==> src/sv/polyphonic_sine_voice_mixer_top_defines.svh <==
// ----------------------------------------------------------------------------
// Assertion macros for the sine voice mixer
// Immediate-consequence and next-cycle forms, clocked on clk, off in reset.
// ----------------------------------------------------------------------------
`ifndef POLYPHONIC_SINE_VOICE_MIXER_TOP_DEFINES_SVH
`define POLYPHONIC_SINE_VOICE_MIXER_TOP_DEFINES_SVH

// ante holds -> cons holds in the same cycle
`define PSVM_ASSERT_IMP(label, ante, cons, msg) \
	label: assert property (@(posedge clk) disable iff (!arst_n) (ante) |-> (cons)) \
	else $error(msg);

// ante holds -> cons holds in the next cycle
`define PSVM_ASSERT_NXT(label, ante, cons, msg) \
	label: assert property (@(posedge clk) disable iff (!arst_n) (ante) |=> (cons)) \
	else $error(msg);

`endif

==> src/sv/psvm_pkg.sv <==
// ----------------------------------------------------------------------------
// psvm_pkg
// Shared types, widths, register codes and the quarter-wave sine table.
// ----------------------------------------------------------------------------
package psvm_pkg;

	localparam int VOICES       = 8;
	localparam int SINE_ENTRIES = 1024;
	localparam int PHASE_BITS   = 24;

	localparam int VIDX_W  = (VOICES > 1) ? $clog2(VOICES) : 1;
	localparam int SE_BITS = $clog2(SINE_ENTRIES);
	localparam int QTR     = SINE_ENTRIES / 4;
	localparam int QIDX_W  = SE_BITS - 2;
	localparam int XSH     = 18 - SE_BITS;

	// field widths
	localparam int FUNC_W   = 2;
	localparam int STEP_W   = 24;
	localparam int LEN_W    = 24;
	localparam int LVL_W    = 15;
	localparam int AMP_W    = 16;
	localparam int RAMP_W   = 16;
	localparam int MAG_W    = 15;
	localparam int SAMPLE_W = 16;
	localparam int IN_DATA_W = ((STEP_W + LEN_W + LVL_W + 7) / 8) * 8;

	// datapath widths
	localparam int PROD_W  = MAG_W + AMP_W;
	localparam int WIDE_W  = PROD_W + RAMP_W;
	localparam int DIV_W   = WIDE_W + (WIDE_W % 2);
	localparam int ACC_W   = PROD_W + $clog2(VOICES + 2) + 1;
	localparam int SCALE_SH = 15;

	localparam logic [AMP_W-1:0]  VOL_MAX   = AMP_W'(32768);
	localparam logic [RAMP_W-1:0] DRONE_DIV = RAMP_W'(5);

	// configuration port
	localparam int CFG_REGS   = 6;
	localparam int CFG_ADDR_W = $clog2(CFG_REGS * 4);
	localparam int CFG_DATA_W = 32;
	localparam int CFG_IDX_W  = CFG_ADDR_W - 2;

	typedef enum logic [CFG_IDX_W-1:0] {
		REG_VOLUME,
		REG_MUTED,
		REG_ATTACK,
		REG_RELEASE,
		REG_DRONE_STEP,
		REG_DRONE_LEVEL
	} reg_idx_t;

	typedef enum logic [FUNC_W-1:0] {
		FUNC_TICK,
		FUNC_PLAY,
		FUNC_DRONE_START,
		FUNC_DRONE_STOP
	} func_t;

	typedef struct packed {
		logic [15:0] volume;
		logic        muted;
		logic [15:0] attack;
		logic [15:0] release_len;
		logic [23:0] drone_step;
		logic [14:0] drone_level;
	} cfg_t;

	localparam logic [15:0] VOLUME_RST      = 16'd32768;
	localparam logic [15:0] ATTACK_RST      = 16'd240;
	localparam logic [15:0] RELEASE_RST     = 16'd1440;
	localparam logic [23:0] DRONE_STEP_RST  = 24'd45718;
	localparam logic [14:0] DRONE_LEVEL_RST = 15'd2294;

	typedef struct packed {
		logic              start;
		logic [DIV_W-1:0]  dividend;
		logic [RAMP_W-1:0] divisor;
	} div_req_t;

	typedef struct packed {
		logic             neg;
		logic [MAG_W-1:0] mag;
	} sine_t;

	typedef logic [MAG_W-1:0] qrom_t [QTR];

	// odd polynomial over one quadrant, x in 0..65536 (Q16 quarter turn)
	function automatic logic [MAG_W-1:0] sine_poly(longint unsigned x);
		longint unsigned x2;
		longint unsigned t;
		longint unsigned y;
		longint unsigned v;
		x2 = (x * x) >> 16;
		t  = 64'd1337024 - ((x2 * 64'd78547) >> 16);
		t  = 64'd10837505 - ((x2 * t) >> 16);
		t  = 64'd26353589 - ((x2 * t) >> 16);
		y  = (x * t) >> 16;
		v  = (y * 64'd32767 + 64'd8388608) >> 24;
		return v[MAG_W-1:0];
	endfunction

	function automatic qrom_t sine_quarter();
		qrom_t tab;
		for (int i = 0; i < QTR; i++) begin
			tab[i] = sine_poly(longint'(i) << XSH);
		end
		return tab;
	endfunction

	localparam logic [MAG_W-1:0] SINE_PEAK = sine_poly(64'd65536);

endpackage

==> src/sv/polyphonic_sine_voice_mixer_top.sv <==
// ----------------------------------------------------------------------------
// polyphonic_sine_voice_mixer_top
// Sine voice mixer with drone: a sequencer walks the voices and drone
// partials through one sine table, one multiplier and one divider.
//
//   channel  dir  signals                         contents
//   s_*      in   s_tvalid s_tready s_tuser s_tdata  func / step, length, level
//   m_*      out  m_tvalid m_tready m_tdata          mixed sample Q1.15
//   apb      in   psel penable pwrite paddr pwdata   six config registers
//
// Play and drone start pass through a multiply state and a write-back state;
// drone stop acts in idle, and a muted tick goes straight to the finish state.
// A tick checks each voice, scales active voices by sine and gain, divides
// ramping voices by their ramp length, adds the drone, then rounds and saturates.
// s_tready is high only while the sequencer is idle; a finished sample waits
// in the output register, and a tick stalls at its end while it is full.
// Reset clears voices and drone; no clearing pass is needed.
// ----------------------------------------------------------------------------
`include "polyphonic_sine_voice_mixer_top_defines.svh"

module polyphonic_sine_voice_mixer_top (
	input  logic                                   clk,
	input  logic                                   arst_n,
	input  logic                                   s_tvalid,
	output logic                                   s_tready,
	input  logic [psvm_pkg::FUNC_W-1:0]            s_tuser,  // func
	// tone_step [23:0], tone_length [47:24], tone_level [62:48]
	input  logic [psvm_pkg::IN_DATA_W-1:0]         s_tdata,
	output logic                                   m_tvalid,
	input  logic                                   m_tready,
	output logic signed [psvm_pkg::SAMPLE_W-1:0]   m_tdata,  // sample
	input  logic                                   psel,
	input  logic                                   penable,
	input  logic                                   pwrite,
	input  logic [psvm_pkg::CFG_ADDR_W-1:0]        paddr,
	input  logic [psvm_pkg::CFG_DATA_W-1:0]        pwdata,
	output logic [psvm_pkg::CFG_DATA_W-1:0]        prdata,
	output logic                                   pready
);
	import psvm_pkg::*;

	typedef enum logic [4:0] {
		S_IDLE,
		S_PLAY,
		S_PLAYW,
		S_DSCALE,
		S_DSCALEW,
		S_VCHK,
		S_VSIN,
		S_VMUL,
		S_VDIVS,
		S_VDIV,
		S_DRN_FUND,
		S_DRN_MUL1,
		S_DRN_ADD1,
		S_DRN_MUL2,
		S_DRN_ADD2,
		S_DRN_PH3,
		S_DRN_MUL3,
		S_DRN_DIV3,
		S_DRN_ADD3,
		S_FIN
	} state_t;

	localparam logic signed [ACC_W-1:0] SAT_POS = ACC_W'(32767);
	localparam logic signed [ACC_W-1:0] SAT_NEG = -SAT_POS;

	cfg_t      cfg;
	sine_t     sine;
	div_req_t  div_req;
	logic      div_done;
	logic [DIV_W-1:0] div_quo;

	state_t                     state_q;
	logic [VIDX_W-1:0]          vidx_q;
	logic signed [ACC_W-1:0]    acc_q;
	logic [WIDE_W-1:0]          prod_q;
	logic                       neg_q;
	logic [RAMP_W-1:0]          num_q;
	logic [RAMP_W-1:0]          den_q;
	logic                       envone_q;
	logic [STEP_W-1:0]          in_step_q;
	logic [LEN_W-1:0]           in_len_q;
	logic [LVL_W-1:0]           in_lvl_q;
	logic                       m_valid_q;
	logic signed [SAMPLE_W-1:0] sample_q;

	logic [VOICES-1:0]          voice_on_q;
	logic [PHASE_BITS-1:0]      voice_phase_q   [VOICES];
	logic [PHASE_BITS-1:0]      voice_step_q    [VOICES];
	logic [LEN_W-1:0]           voice_length_q  [VOICES];
	logic [LEN_W-1:0]           voice_elapsed_q [VOICES];
	logic [AMP_W-1:0]           voice_amp_q     [VOICES];
	logic                       drone_on_q;
	logic [PHASE_BITS-1:0]      drone_phase_q;
	logic [AMP_W-1:0]           drone_amp_q;

	logic [AMP_W-1:0]           vol;
	logic [PROD_W-1:0]          mul_a;
	logic [AMP_W-1:0]           mul_b;
	logic [WIDE_W-1:0]          mul_p;
	logic [PHASE_BITS-1:0]      sin_phase;
	logic [VIDX_W-1:0]          free_idx;
	logic [PHASE_BITS+1:0]      p3_full;
	logic [PHASE_BITS+2:0]      p6;
	logic [LEN_W-1:0]           cur_e;
	logic [LEN_W-1:0]           cur_rem;
	logic [LEN_W:0]             e_next;
	logic                       in_attack;
	logic                       in_release;
	logic signed [ACC_W-1:0]    acc_bias;
	logic signed [ACC_W-1:0]    acc_div;
	logic signed [SAMPLE_W-1:0] sat_sample;
	logic                       last_voice;

	psvm_regs u_regs (
		.clk     (clk),
		.arst_n  (arst_n),
		.psel    (psel),
		.penable (penable),
		.pwrite  (pwrite),
		.paddr   (paddr),
		.pwdata  (pwdata),
		.prdata  (prdata),
		.pready  (pready),
		.cfg     (cfg)
	);

	psvm_sine u_sine (
		.clk   (clk),
		.phase (sin_phase),
		.sine  (sine)
	);

	psvm_div u_div (
		.clk      (clk),
		.arst_n   (arst_n),
		.req      (div_req),
		.done     (div_done),
		.quotient (div_quo)
	);

	function automatic logic signed [ACC_W-1:0] signed_term(logic [PROD_W-1:0] m, logic n);
		logic signed [ACC_W-1:0] v;
		v = ACC_W'(m);
		return n ? -v : v;
	endfunction

	assign vol = (cfg.volume > VOL_MAX) ? VOL_MAX : cfg.volume;

	// lowest free voice, voice 0 when all are busy
	always_comb begin
		free_idx = '0;
		for (int i = VOICES - 1; i >= 0; i--) begin
			if (!voice_on_q[i]) free_idx = VIDX_W'(i);
		end
	end

	assign cur_e      = voice_elapsed_q[vidx_q];
	assign cur_rem    = voice_length_q[vidx_q] - cur_e;
	assign e_next     = {1'b0, cur_e} + 1'b1;
	assign in_attack  = cur_e < LEN_W'(cfg.attack);
	assign in_release = cur_rem < LEN_W'(cfg.release_len);
	assign last_voice = (vidx_q == VIDX_W'(VOICES - 1));

	assign p3_full = ({2'b0, drone_phase_q} + {1'b0, drone_phase_q, 1'b0});
	assign p6      = ({1'b0, drone_phase_q, 2'b0} + {2'b0, drone_phase_q, 1'b0});

	// shared multiplier
	always_comb begin
		case (state_q)
			S_VSIN: begin
				mul_a = PROD_W'(sine.mag);
				mul_b = voice_amp_q[vidx_q];
			end
			S_DRN_MUL1, S_DRN_MUL2, S_DRN_MUL3: begin
				mul_a = PROD_W'(sine.mag);
				mul_b = drone_amp_q;
			end
			S_VMUL: begin
				mul_a = prod_q[PROD_W-1:0];
				mul_b = num_q;
			end
			S_PLAY: begin
				mul_a = PROD_W'(in_lvl_q);
				mul_b = vol;
			end
			S_DSCALE: begin
				mul_a = PROD_W'(cfg.drone_level);
				mul_b = vol;
			end
			default: begin
				mul_a = '0;
				mul_b = '0;
			end
		endcase
	end

	assign mul_p = WIDE_W'(mul_a) * WIDE_W'(mul_b);

	always_comb begin
		case (state_q)
			S_VCHK:     sin_phase = voice_phase_q[vidx_q];
			S_DRN_ADD1: sin_phase = p3_full[PHASE_BITS:1];
			S_DRN_PH3:  sin_phase = div_quo[PHASE_BITS-1:0];
			default:    sin_phase = drone_phase_q;
		endcase
	end

	always_comb begin
		div_req.start    = 1'b0;
		div_req.dividend = '0;
		div_req.divisor  = DRONE_DIV;
		case (state_q)
			S_VDIVS: begin
				div_req.start    = 1'b1;
				div_req.dividend = DIV_W'(prod_q);
				div_req.divisor  = den_q;
			end
			S_DRN_ADD2: begin
				div_req.start    = 1'b1;
				div_req.dividend = DIV_W'(p6);
			end
			S_DRN_DIV3: begin
				div_req.start    = 1'b1;
				div_req.dividend = DIV_W'({prod_q[PROD_W-1:0], 1'b0});
			end
			default: ;
		endcase
	end

	// divide by 32768 toward zero, then clip to +-32767
	always_comb begin
		acc_bias = acc_q + (acc_q[ACC_W-1] ? ACC_W'(32767) : ACC_W'(0));
		acc_div  = acc_bias >>> SCALE_SH;
		if (acc_div > SAT_POS) begin
			sat_sample = SAMPLE_W'(SAT_POS);
		end else if (acc_div < SAT_NEG) begin
			sat_sample = SAMPLE_W'(SAT_NEG);
		end else begin
			sat_sample = acc_div[SAMPLE_W-1:0];
		end
	end

	assign s_tready = (state_q == S_IDLE);
	assign m_tvalid = m_valid_q;
	assign m_tdata  = sample_q;

	always_ff @(posedge clk or negedge arst_n) begin
		if (!arst_n) begin
			state_q       <= S_IDLE;
			vidx_q        <= '0;
			m_valid_q     <= 1'b0;
			voice_on_q    <= '0;
			drone_on_q    <= 1'b0;
			drone_phase_q <= '0;
			for (int i = 0; i < VOICES; i++) begin
				voice_phase_q[i] <= '0;
			end
		end else begin
			// S_FIN decides the output valid itself
			if (m_tready && (state_q != S_FIN)) m_valid_q <= 1'b0;
			case (state_q)
				S_IDLE: begin
					if (s_tvalid) begin
						in_step_q <= s_tdata[STEP_W-1:0];
						in_len_q  <= s_tdata[STEP_W +: LEN_W];
						in_lvl_q  <= s_tdata[STEP_W+LEN_W +: LVL_W];
						case (func_t'(s_tuser))
							FUNC_TICK: begin
								acc_q   <= '0;
								vidx_q  <= '0;
								state_q <= cfg.muted ? S_FIN : S_VCHK;
							end
							FUNC_PLAY: begin
								if (!cfg.muted) state_q <= S_PLAY;
							end
							FUNC_DRONE_START: state_q <= S_DSCALE;
							FUNC_DRONE_STOP:  drone_on_q <= 1'b0;
							default: ;
						endcase
					end
				end
				S_PLAY: begin
					prod_q  <= mul_p;
					state_q <= S_PLAYW;
				end
				S_PLAYW: begin
					voice_step_q[free_idx]    <= PHASE_BITS'(in_step_q);
					voice_length_q[free_idx]  <= in_len_q;
					voice_amp_q[free_idx]     <= prod_q[SCALE_SH +: AMP_W];
					voice_elapsed_q[free_idx] <= '0;
					voice_on_q[free_idx]      <= 1'b1;
					state_q                   <= S_IDLE;
				end
				S_DSCALE: begin
					prod_q  <= mul_p;
					state_q <= S_DSCALEW;
				end
				S_DSCALEW: begin
					drone_amp_q <= prod_q[SCALE_SH +: AMP_W];
					drone_on_q  <= 1'b1;
					state_q     <= S_IDLE;
				end
				S_VCHK: begin
					if (!voice_on_q[vidx_q]) begin
						if (last_voice) begin
							vidx_q  <= '0;
							state_q <= drone_on_q ? S_DRN_FUND : S_FIN;
						end else begin
							vidx_q <= vidx_q + 1'b1;
						end
					end else begin
						// release ramp wins over attack ramp
						if (in_release) begin
							num_q    <= cur_rem[RAMP_W-1:0];
							den_q    <= cfg.release_len;
							envone_q <= 1'b0;
						end else if (in_attack) begin
							num_q    <= cur_e[RAMP_W-1:0];
							den_q    <= cfg.attack;
							envone_q <= 1'b0;
						end else begin
							envone_q <= 1'b1;
						end
						voice_phase_q[vidx_q]   <= voice_phase_q[vidx_q] + voice_step_q[vidx_q];
						voice_elapsed_q[vidx_q] <= e_next[LEN_W-1:0];
						if (e_next >= {1'b0, voice_length_q[vidx_q]}) begin
							voice_on_q[vidx_q] <= 1'b0;
						end
						state_q <= S_VSIN;
					end
				end
				S_VSIN: begin
					prod_q  <= mul_p;
					neg_q   <= sine.neg;
					state_q <= S_VMUL;
				end
				S_VMUL: begin
					if (envone_q) begin
						acc_q <= acc_q + signed_term(prod_q[PROD_W-1:0], neg_q);
						if (last_voice) begin
							vidx_q  <= '0;
							state_q <= drone_on_q ? S_DRN_FUND : S_FIN;
						end else begin
							vidx_q  <= vidx_q + 1'b1;
							state_q <= S_VCHK;
						end
					end else begin
						prod_q  <= mul_p;
						state_q <= S_VDIVS;
					end
				end
				S_VDIVS: state_q <= S_VDIV;
				S_VDIV: begin
					if (div_done) begin
						acc_q <= acc_q + signed_term(div_quo[PROD_W-1:0], neg_q);
						if (last_voice) begin
							vidx_q  <= '0;
							state_q <= drone_on_q ? S_DRN_FUND : S_FIN;
						end else begin
							vidx_q  <= vidx_q + 1'b1;
							state_q <= S_VCHK;
						end
					end
				end
				S_DRN_FUND: state_q <= S_DRN_MUL1;
				S_DRN_MUL1: begin
					prod_q  <= mul_p;
					neg_q   <= sine.neg;
					state_q <= S_DRN_ADD1;
				end
				S_DRN_ADD1: begin
					acc_q   <= acc_q + signed_term(prod_q[PROD_W-1:0], neg_q);
					state_q <= S_DRN_MUL2;
				end
				S_DRN_MUL2: begin
					prod_q  <= mul_p;
					neg_q   <= sine.neg;
					state_q <= S_DRN_ADD2;
				end
				S_DRN_ADD2: begin
					// half-amplitude partial; the divider starts on 6p/5
					acc_q   <= acc_q + signed_term(prod_q[PROD_W:1], neg_q);
					state_q <= S_DRN_PH3;
				end
				S_DRN_PH3: begin
					if (div_done) state_q <= S_DRN_MUL3;
				end
				S_DRN_MUL3: begin
					prod_q  <= mul_p;
					neg_q   <= sine.neg;
					state_q <= S_DRN_DIV3;
				end
				S_DRN_DIV3: state_q <= S_DRN_ADD3;
				S_DRN_ADD3: begin
					if (div_done) begin
						acc_q         <= acc_q + signed_term(div_quo[PROD_W-1:0], neg_q);
						drone_phase_q <= drone_phase_q + PHASE_BITS'(cfg.drone_step);
						state_q       <= S_FIN;
					end
				end
				S_FIN: begin
					if (!m_valid_q || m_tready) begin
						m_valid_q <= 1'b1;
						sample_q  <= sat_sample;
						state_q   <= S_IDLE;
					end
				end
				default: state_q <= S_IDLE;
			endcase
		end
	end

	`PSVM_ASSERT_IMP(a_div_done_wait, div_done, (state_q == S_VDIV) || (state_q == S_DRN_PH3) || (state_q == S_DRN_ADD3), "divider finished outside a wait state")
	`PSVM_ASSERT_IMP(a_muted_silent, (state_q == S_FIN) && cfg.muted, acc_q == '0, "muted tick carries a nonzero sum")
	`PSVM_ASSERT_IMP(a_sample_clip, m_tvalid, m_tdata != 16'h8000, "sample outside the clip range")
	`PSVM_ASSERT_NXT(a_fin_loads, (state_q == S_FIN) && (!m_valid_q || m_tready), m_tvalid && (state_q == S_IDLE), "finished sample not presented")

endmodule

==> src/sv/psvm_regs.sv <==
// ----------------------------------------------------------------------------
// psvm_regs
// Configuration register file behind a simple APB slave.
// ----------------------------------------------------------------------------
module psvm_regs (
	input  logic                                clk,
	input  logic                                arst_n,
	input  logic                                psel,
	input  logic                                penable,
	input  logic                                pwrite,
	input  logic [psvm_pkg::CFG_ADDR_W-1:0]     paddr,
	input  logic [psvm_pkg::CFG_DATA_W-1:0]     pwdata,
	output logic [psvm_pkg::CFG_DATA_W-1:0]     prdata,
	output logic                                pready,
	output psvm_pkg::cfg_t                      cfg
);
	import psvm_pkg::*;

	cfg_t     cfg_q;
	reg_idx_t idx;
	logic     wr_en;

	assign idx    = reg_idx_t'(paddr[CFG_ADDR_W-1:2]);
	assign pready = 1'b1;
	assign wr_en  = psel & penable & pwrite & pready;
	assign cfg    = cfg_q;

	always_ff @(posedge clk or negedge arst_n) begin
		if (!arst_n) begin
			cfg_q.volume      <= VOLUME_RST;
			cfg_q.muted       <= 1'b0;
			cfg_q.attack      <= ATTACK_RST;
			cfg_q.release_len <= RELEASE_RST;
			cfg_q.drone_step  <= DRONE_STEP_RST;
			cfg_q.drone_level <= DRONE_LEVEL_RST;
		end else if (wr_en) begin
			case (idx)
				REG_VOLUME:      cfg_q.volume      <= pwdata[15:0];
				REG_MUTED:       cfg_q.muted       <= pwdata[0];
				REG_ATTACK:      cfg_q.attack      <= pwdata[15:0];
				REG_RELEASE:     cfg_q.release_len <= pwdata[15:0];
				REG_DRONE_STEP:  cfg_q.drone_step  <= pwdata[23:0];
				REG_DRONE_LEVEL: cfg_q.drone_level <= pwdata[14:0];
				default: ;
			endcase
		end
	end

	always_comb begin
		case (idx)
			REG_VOLUME:      prdata = CFG_DATA_W'(cfg_q.volume);
			REG_MUTED:       prdata = CFG_DATA_W'(cfg_q.muted);
			REG_ATTACK:      prdata = CFG_DATA_W'(cfg_q.attack);
			REG_RELEASE:     prdata = CFG_DATA_W'(cfg_q.release_len);
			REG_DRONE_STEP:  prdata = CFG_DATA_W'(cfg_q.drone_step);
			REG_DRONE_LEVEL: prdata = CFG_DATA_W'(cfg_q.drone_level);
			default:         prdata = '0;
		endcase
	end

endmodule

==> src/sv/psvm_sine.sv <==
// ----------------------------------------------------------------------------
// psvm_sine
// Phase to sine lookup: quarter-wave table with registered read.
// Result is valid the cycle after the phase is presented.
// ----------------------------------------------------------------------------
module psvm_sine (
	input  logic                             clk,
	input  logic [psvm_pkg::PHASE_BITS-1:0]  phase,
	output psvm_pkg::sine_t                  sine
);
	import psvm_pkg::*;

	localparam qrom_t SINE_ROM = sine_quarter();

	logic [SE_BITS-1:0] k;
	logic [1:0]         quad;
	logic [QIDX_W-1:0]  j;
	logic [QIDX_W-1:0]  idx;
	logic               peak;

	logic [MAG_W-1:0]   rom_s1;
	logic               peak_s1;
	logic               neg_s1;

	assign k    = phase[PHASE_BITS-1 -: SE_BITS];
	assign quad = k[SE_BITS-1:SE_BITS-2];
	assign j    = k[QIDX_W-1:0];
	// falling quadrants mirror the table; their zero offset is the crest
	assign peak = quad[0] && (j == '0);
	assign idx  = quad[0] ? (~j + 1'b1) : j;

	always_ff @(posedge clk) begin
		rom_s1  <= SINE_ROM[idx];
		peak_s1 <= peak;
		neg_s1  <= quad[1];
	end

	assign sine.neg = neg_s1;
	assign sine.mag = peak_s1 ? SINE_PEAK : rom_s1;

endmodule

==> src/sv/psvm_div.sv <==
// ----------------------------------------------------------------------------
// psvm_div
// Unsigned restoring divider, two quotient bits per cycle.
// done pulses together with the last step's quotient; quotient holds until next start.
// ----------------------------------------------------------------------------
module psvm_div (
	input  logic                          clk,
	input  logic                          arst_n,
	input  psvm_pkg::div_req_t            req,
	output logic                          done,
	output logic [psvm_pkg::DIV_W-1:0]    quotient
);
	import psvm_pkg::*;

	localparam int STEPS = DIV_W / 2;
	localparam int CNT_W = $clog2(STEPS);

	logic               busy_q;
	logic               done_q;
	logic [CNT_W-1:0]   cnt_q;
	logic [RAMP_W-1:0]  rem_q;
	logic [DIV_W-1:0]   quo_q;
	logic [RAMP_W-1:0]  den_q;

	logic [RAMP_W-1:0]  rem_nx;
	logic [DIV_W-1:0]   quo_nx;

	always_comb begin
		logic [RAMP_W:0] t;
		logic            ge;
		rem_nx = rem_q;
		quo_nx = quo_q;
		for (int b = 0; b < 2; b++) begin
			t      = {rem_nx, quo_nx[DIV_W-1]};
			ge     = (t >= {1'b0, den_q});
			quo_nx = {quo_nx[DIV_W-2:0], ge};
			rem_nx = ge ? RAMP_W'(t - {1'b0, den_q}) : t[RAMP_W-1:0];
		end
	end

	always_ff @(posedge clk or negedge arst_n) begin
		if (!arst_n) begin
			busy_q <= 1'b0;
			done_q <= 1'b0;
			cnt_q  <= '0;
		end else begin
			done_q <= 1'b0;
			if (req.start) begin
				busy_q <= 1'b1;
				cnt_q  <= '0;
				rem_q  <= '0;
				quo_q  <= req.dividend;
				den_q  <= req.divisor;
			end else if (busy_q) begin
				rem_q <= rem_nx;
				quo_q <= quo_nx;
				cnt_q <= cnt_q + 1'b1;
				if (cnt_q == CNT_W'(STEPS - 1)) begin
					busy_q <= 1'b0;
					done_q <= 1'b1;
				end
			end
		end
	end

	assign done     = done_q;
	assign quotient = quo_q;

endmodule
==> config.mk <==
export PLATFORM = sky130hd
export DESIGN_NAME = polyphonic_sine_voice_mixer_top
export DESIGN_NICKNAME = d
export VERILOG_FILES = /design/src/sv/psvm_pkg.sv /design/src/sv/polyphonic_sine_voice_mixer_top.sv /design/src/sv/psvm_regs.sv /design/src/sv/psvm_sine.sv /design/src/sv/psvm_div.sv
export VERILOG_INCLUDE_DIRS = /design/src /design/src/sv
export SDC_FILE = /design/constraint.sdc
export NUM_CORES = 2
export LEC_CHECK = 0
export ABC_AREA = 1
export BUFFER_PORTS_ARGS = -buffer_cell sky130_fd_sc_hd__buf_4
export CAP_MARGIN = 20
export CORE_AREA = 2 2 539 541
export CTS_CLUSTER_SIZE = 40
export DETAILED_ROUTE_END_ITERATION = 8
export DIE_AREA = 0 0 541 543
export HOLD_SLACK_MARGIN = 0.12
export PLACE_DENSITY_LB_ADDON = 0.3
export SYNTH_ARGS = -nofsm -noshare
export SYNTH_HDL_FRONTEND = slang
export SYNTH_SLANG_ARGS = --single-unit
==> constraint.sdc <==
create_clock -name clk -period 13.6 [get_ports clk]
set_input_delay 1.36 -clock clk [delete_from_list [all_inputs] [get_ports clk]]
set_output_delay 1.36 -clock clk [all_outputs]
set_load 0.005 [all_outputs]
# Word level (Yosys, flattened, before mapping)

Memories as Yosys holds them, arrays and structs flattened. A register that Yosys moved wholly into a read port is not among the register bits.
Index checks and enable logic that the tools add are counted.

Bits in registers: 623
Memory bits (writable): 704
Bits in read-only memories: 3840
Input port bits: 110
Memories kept: 5

Add/subtract/negate cells: 18
Multipliers: 1
$lt $le $gt $ge: 14
Eq/ne operators: 46
Multiplexer cells: 96
Bitwise operators: 8
Reduce and logical (&&, ||, !) cells: 49

Memories:

| name             | depth | width | rd ports | clocked after Yosys merged registers in | write ports | RTL line                              | RTL |
|---|---|---|---|---|---|---|---|
| (name not given) | 256   | 15    | 1        | 1                                       | 0           | psvm_sine.sv:33                       | `rom_s1 <= SINE_ROM[idx];` |
| voice_elapsed_q  | 8     | 24    | 1        | 0                                       | 1           | polyphonic_sine_voice_mixer_top.sv:92 | `logic [LEN_W-1:0] voice_elapsed_q [VOICES];` |
| voice_length_q   | 8     | 24    | 1        | 0                                       | 1           | polyphonic_sine_voice_mixer_top.sv:91 | `logic [LEN_W-1:0] voice_length_q [VOICES];` |
| voice_step_q     | 8     | 24    | 1        | 0                                       | 1           | polyphonic_sine_voice_mixer_top.sv:90 | `logic [PHASE_BITS-1:0] voice_step_q [VOICES];` |
| voice_amp_q      | 8     | 16    | 1        | 0                                       | 1           | polyphonic_sine_voice_mixer_top.sv:93 | `logic [AMP_W-1:0] voice_amp_q [VOICES];` |

Operators with widths:

| cell                 | number |
|---|---|
| $mux W36             | 7 |
| $bwmux W192          | 1 |
| $pmux W36 S5         | 1 |
| $pmux W49 S3         | 1 |
| $mux W16             | 9 |
| $pmux W24 S6         | 1 |
| $pmux W31 S4         | 1 |
| $add A36 B36 Y36     | 3 |
| $neg A31 Y36         | 3 |
| $mux W24             | 4 |
| $mux W48             | 2 |
| $pmux W47 S2         | 1 |
| $pmux W5 S18         | 1 |
| $bmux W24 S3         | 1 |
| $demux W24 S3        | 1 |
| $pmux W24 S3         | 1 |
| $mux W5              | 14 |
| $pmux W16 S4         | 1 |
| $add A24 B24 Y24     | 2 |
| $lt A24 B16 Y1       | 2 |
| $mul A31 B16 Y47     | 1 |
| $mux W47             | 1 |
| $mux W3              | 15 |
| $eq A5 B4 Y1 const B | 8 |
| other kinds (67)     | 150 |

# Logic depth before layout (Yosys ltp)

Word-level depth: 14
Mapped depth: 44

# Hierarchy

From an unflattened synthesis, not the netlist that was laid out.

Cells, all modules: 10610
Area total of the unflattened synthesis: 90538.1 um^2

By module, submodules not included:

| module                          | times used | cells each | area an instance (um^2) | sequential area each (um^2) |
|---|---|---|---|---|
| polyphonic_sine_voice_mixer_top | 1          | 8286       | 75326.0                 | 33362.0 |
| psvm_div                        | 1          | 758        | 5861.9                  | 2577.5 |
| psvm_sine                       | 1          | 988        | 4902.2                  | 340.3 |
| psvm_regs                       | 1          | 578        | 4448.0                  | 2232.1 |

# Worst setup path before layout

No wires, ideal clock.

Path kind: input to register
From: input port s_tuser[0] in the netlist's numbering
To: register acc_q[0] (enable)
Arrival: 7.373 ns
Slack: 5.603 ns
Cell stages on the path: 4
Cells stage by stage: inv_1 ha_1 o22ai_1 a2111oi_0

Longest elaborated chain between the ends: 3

Ends and longest elaborated chain:

| element                            | RTL line                               | RTL |
|---|---|---|
| start: declaration                 | polyphonic_sine_voice_mixer_top.sv:26  | `input logic [psvm_pkg::FUNC_W-1:0] s_tuser,` |
| $logic_not A2 Y1                   | polyphonic_sine_voice_mixer_top.sv:269 | `case (func_t'(s_tuser))` |
| $ne A2 B1 Y1 (no source line)      | n/a                                    |  |
| $reduce_and A6 Y1 (no source line) | n/a                                    |  |
| end signal: assignment             | polyphonic_sine_voice_mixer_top.sv:341 | `acc_q <= acc_q + signed_term(prod_q[PROD_W-1:0], neg_q);` |
| end signal: assignment             | polyphonic_sine_voice_mixer_top.sv:357 | `acc_q <= acc_q + signed_term(div_quo[PROD_W-1:0], neg_q);` |
| end signal: assignment             | polyphonic_sine_voice_mixer_top.sv:374 | `acc_q <= acc_q + signed_term(prod_q[PROD_W-1:0], neg_q);` |
| end: declaration                   | polyphonic_sine_voice_mixer_top.sv:76  | `logic signed [ACC_W-1:0] acc_q;` |

Every way passes these cells.
A chain may end at the register's enable or synchronous reset.

# Final worst setup path

From: register vidx_q[0]
To: register prod_q[44] (data pin)

Longest elaborated chain between the ends: 5

Ends and longest elaborated chain:

| element                  | RTL line                               | RTL |
|---|---|---|
| start: declaration       | polyphonic_sine_voice_mixer_top.sv:75  | `logic [VIDX_W-1:0] vidx_q;` |
| start signal: assignment | polyphonic_sine_voice_mixer_top.sv:311 | `vidx_q <= vidx_q + 1'b1;` |
| start signal: assignment | polyphonic_sine_voice_mixer_top.sv:346 | `vidx_q <= vidx_q + 1'b1;` |
| start signal: assignment | polyphonic_sine_voice_mixer_top.sv:362 | `vidx_q <= vidx_q + 1'b1;` |
| $mem_v2 Z8 W16 *         | n/a                                    |  |
| $pmux W16 S4 *           | polyphonic_sine_voice_mixer_top.sv:171 | `case (state_q)` |
| $mul A31 B16 Y47 *       | polyphonic_sine_voice_mixer_top.sv:199 | `assign mul_p = WIDE_W'(mul_a) * WIDE_W'(mul_b);` |
| named net mul_p[44]      | polyphonic_sine_voice_mixer_top.sv:101 | `logic [WIDE_W-1:0] mul_p;` |
| $mux W47                 | polyphonic_sine_voice_mixer_top.sv:340 | `if (envone_q) begin` |
| $pmux W47 S2 *           | polyphonic_sine_voice_mixer_top.sv:263 | `case (state_q)` |
| end signal: assignment   | polyphonic_sine_voice_mixer_top.sv:285 | `prod_q <= mul_p;` |
| end signal: assignment   | polyphonic_sine_voice_mixer_top.sv:335 | `prod_q <= mul_p;` |
| end signal: assignment   | polyphonic_sine_voice_mixer_top.sv:350 | `prod_q <= mul_p;` |
| end: declaration         | polyphonic_sine_voice_mixer_top.sv:77  | `logic [WIDE_W-1:0] prod_q;` |

The timed path passes the listed nets; every way through them passes the cells marked *. The select of a mux whose other input is x is not followed.

==> metrics.cfg <==
[drt]
final_antenna_net_count=0
routed_wl_mm=302
top_layer=met5
dr_wl_met3_mm=22.1
drcViolationCount=0
dr.first_iter.drc_count=6532
wl_per_cell_um=22.5
wl_met2_mm=132
wirelength_met1_mm=138
avgViaCountPerCell=5.19
first_pass_iters=8
vias=69800

[sta]
fmax_ghz=0.0978
tightest_slew_ns=1.12
rsz0062_at_grt=false
setup_viol=0
fin_tns_setup_ns=0
setup_ws_ns=3.38
hold_violations=0
skew_ns=0.0882
drv_slew=0
slew_headroom_pct=24.8
finalCriticalPeriod_ns=10.22
min_period_over_period_pct=75.2

[logic_synthesis]
yosys.area_share.adder_pct=15.1
syn-cell-area_sq_um=85900
syn_avg_cell_area_sq_um=9.07
yosysTopAreaCellShare_pct=34.8
yosys.area.top_type=edfxtp_1
synth_top_family_by_area=simple AND/OR/NAND/NOR gates
muxShareOfSynthArea_pct=0.0248
yosys_register_bits=1342
synth_cell_types=78
synth_xor_area_share_pct=1.92
synth_ff_type=edfxtp_1
post-synth-top-count-cell=nand2_1
synth_async_sr_flop_share_pct=24.5
synth_edf_count=996
yosysWarnings=0
synthTopCellsByArea=edfxtp_1 35%, nand2_1 10%, fa_1 9.6%
synth_common_cells=2315 x nand2_1, 1338 x inv_1, 996 x edfxtp_1
yosys.area_share.simple_pct=18.0
synthCells=9475
seq_area_frac_synth_pct=44.8
synth_compound_area_share_pct=11.9

[cts]
cts_tree=done
clock-sinks=1342
root_buffer=clkbuf_16
postCtsHoldBufs=0
cts_inserted_buffers=160
h-tree-depth=4
clk_latency_ns=0.85
cts_max_path_buffers=4
ctsResizeCount=0
cts_setup_buffers=0
clk_pin_slew_worst_paths_ns=0.06

[global_routing]
grt_overflow=0
grt_pass1_vias=68500
grt_pass1_wl_mm=447
antenna_found_initial=13
grt_max_degree=82
grt_usage_pct=20.1

[critical_path]
worstSetupPathType=register to register
endpoint_kind=register
arrival_ns=10.76
startpoint_type=register
critPathMaxFanout=45
crit_top_cell=fa_1
critPathRequiredTime_ns=14.13
crit_slowest_cell=nor2_1
max_stage_delay_ns=0.89

[pwr]
pwr-share-seq_pct=45.1
clkPwrFrac_pct=41.8
p_comb_share_pct=13.1
irDropWorstVdd_v=0.0000994
switchingPower_mw=2.74
p_leak_nw=41.2
power_density_nw_per_um2=106
p_int_mw=7.48
p_sw_share_pct=26.8

[floorplan]
dieArea_sq_um=294000
die_w_um=541
start_util_pct=29.9
ios=161
placementRows=197
fp.dieH_um=543
core_sq_um=287000

[layout]
nFillCells=29500
multi_input_area_sq_um=40600
final_layout_size_suffix_gt1_share_pct=7.29
final_nets=10400
regArea_sq_um=38500
synthToLayoutAreaGrowth_pct=12.3

[placed_design]
place_congestion=0.945
io_buffer_count=140
pre_cts_slack_ns=3.50
hpwl_mm=214

[worst_hold_path]
min_path_type=input pin to async pin

[flow_run]
cap_violations=0

[status]
outcome=completed

## routing by layer
layer	track usage, %	vias to the layer above
li1	-	31800
met1	28.7	34900
met2	31.0	2622
met3	3.10	434
met4	6.33	6
met5	0	-
## cells in the final DEF (no fill, tap or decap), types with 15 or more instances in the layout
| master | count |
|---|---|
| xnor2_1 | 66 |
| and2_1 | 16 |
| nand2_1 | 2314 |
| dfstp_2 | 24 |
| dfxtp_1 | 17 |
| nand3_2 | 18 |
| clkinv_1 | 33 |
| clkbuf_1 | 28 |
| o31ai_1 | 16 |
| o2111ai_1 | 33 |
| buf_4 | 268 |
| a221oi_1 | 135 |
| nand2_2 | 18 |
| o21a_1 | 27 |
| o21ai_1 | 35 |
| ha_1 | 378 |
| o22ai_1 | 57 |
| a21oi_1 | 426 |
| clkinv_2 | 25 |
| nor2_2 | 28 |
| fa_1 | 411 |
| o211ai_1 | 28 |
| a22oi_1 | 94 |
| a31oi_1 | 46 |
| inv_2 | 30 |
| xor2_1 | 122 |
| a22o_1 | 96 |
| nand3_1 | 479 |
| nor4_1 | 19 |
| nor3_1 | 77 |
| clkbuf_16 | 161 |
| bufinv_16 | 15 |
| inv_1 | 1338 |
| o21ai_0 | 553 |
| dfrtp_1 | 305 |
| nor2_1 | 560 |
| nand4_1 | 108 |
| or2_2 | 17 |
| edfxtp_1 | 996 |
## final timing paths
check                                      start                             to  slack (ns)  cells after the start
min in group clk           u_sine.neg_s1$_DFF_P_                neg_q$_DFFE_PP_        0.44                      0
min                                       arst_n  voice_phase_q[99]$_DFFE_PN0P_        0.44                      1
max in group asynchronous                 arst_n     u_regs.cfg[34]$_DFFE_PN0P_       11.04                      3
max                        vidx_q[0]$_DFFE_PN0P_           prod_q[44]$_DFFE_PP_        3.38                     32
max reg2reg                vidx_q[0]$_DFFE_PN0P_           prod_q[44]$_DFFE_PP_        3.38                     32
min reg2reg                u_sine.neg_s1$_DFF_P_                neg_q$_DFFE_PP_        0.44                      0
## cell families (layout without fill, tap and decap cells)
kind of cell | count (synthesis) | count (layout)
buffers and inverters | 1770 | 1947
multiplexers | 2 | 2
adder cells (fa/ha/maj) | 789 | 789
other | 2 | 17
AO/OA/AOI/OAI | 1662 | 1662
AND/OR/NAND/NOR | 3720 | 3720
XOR/XNOR | 188 | 188
flip-flops | 1342 | 1342
## state kept, by name, summed over array words and instances, names as in the netlist, 24 cells and up
signal           count
in_step_q           24
u_regs.cfg          88
voice_phase_q      192
in_len_q            24
prod_q              47
voice_amp_q        128
voice_step_q       192
voice_elapsed_q    192
acc_q               36
voice_length_q     192
drone_phase_q       24
u_div.quotient      48
## critical path: cells and delay by family, from the launching register on
kind                     cells  cell delay (ns)
buffers and inverters        7             1.78
flip-flops                   1             0.32
AO/OA/AOI/OAI               11             2.33
adder cells (fa/ha/maj)      7             3.34
AND/OR/NAND/NOR              6             2.01
XOR/XNOR                     1             0.11
## power by group through the flow
stage                     logic [mW]  registers (mW)  clock network [mW]
final                           1.34            4.61                4.27
after global routing            1.50            4.62                4.50
after CTS                       1.33            4.61                4.35
after detailed placement        1.32            4.69                   0
after global placement          1.31            4.69                   0
after floorplan                0.921            4.65                   0
## stage by stage
stage / hold WS [ns] / cells / util, % / instance area [sq um] / total power [mW]
after floorplan: 0.386 / 9482 / - / 85900 / 5.57
after CTS: 0.412 / 13400 / 33.5 / 96300 / 10.3
final: 0.439 / 13400 / 33.6 / 96500 / 10.2
after global routing: 0.440 / 13400 / 33.6 / 96500 / 10.6
after global placement: 0.387 / 13200 / 31.7 / 91100 / 6.01
after detailed placement: 0.413 / 13200 / 31.7 / 91100 / 6.02
## layout make-up
type,count,share of cell area (%)
inverters,1387,5.42
multi-input cells,6370,42.1
well taps,3781,4.90
clock inverters,83,0.908
repair buffers,277,2.29
clock buffers,200,4.44
diodes,8,0.0208
flip-flops and latches,1342,39.9
Power figures use the tool's default switching activity.
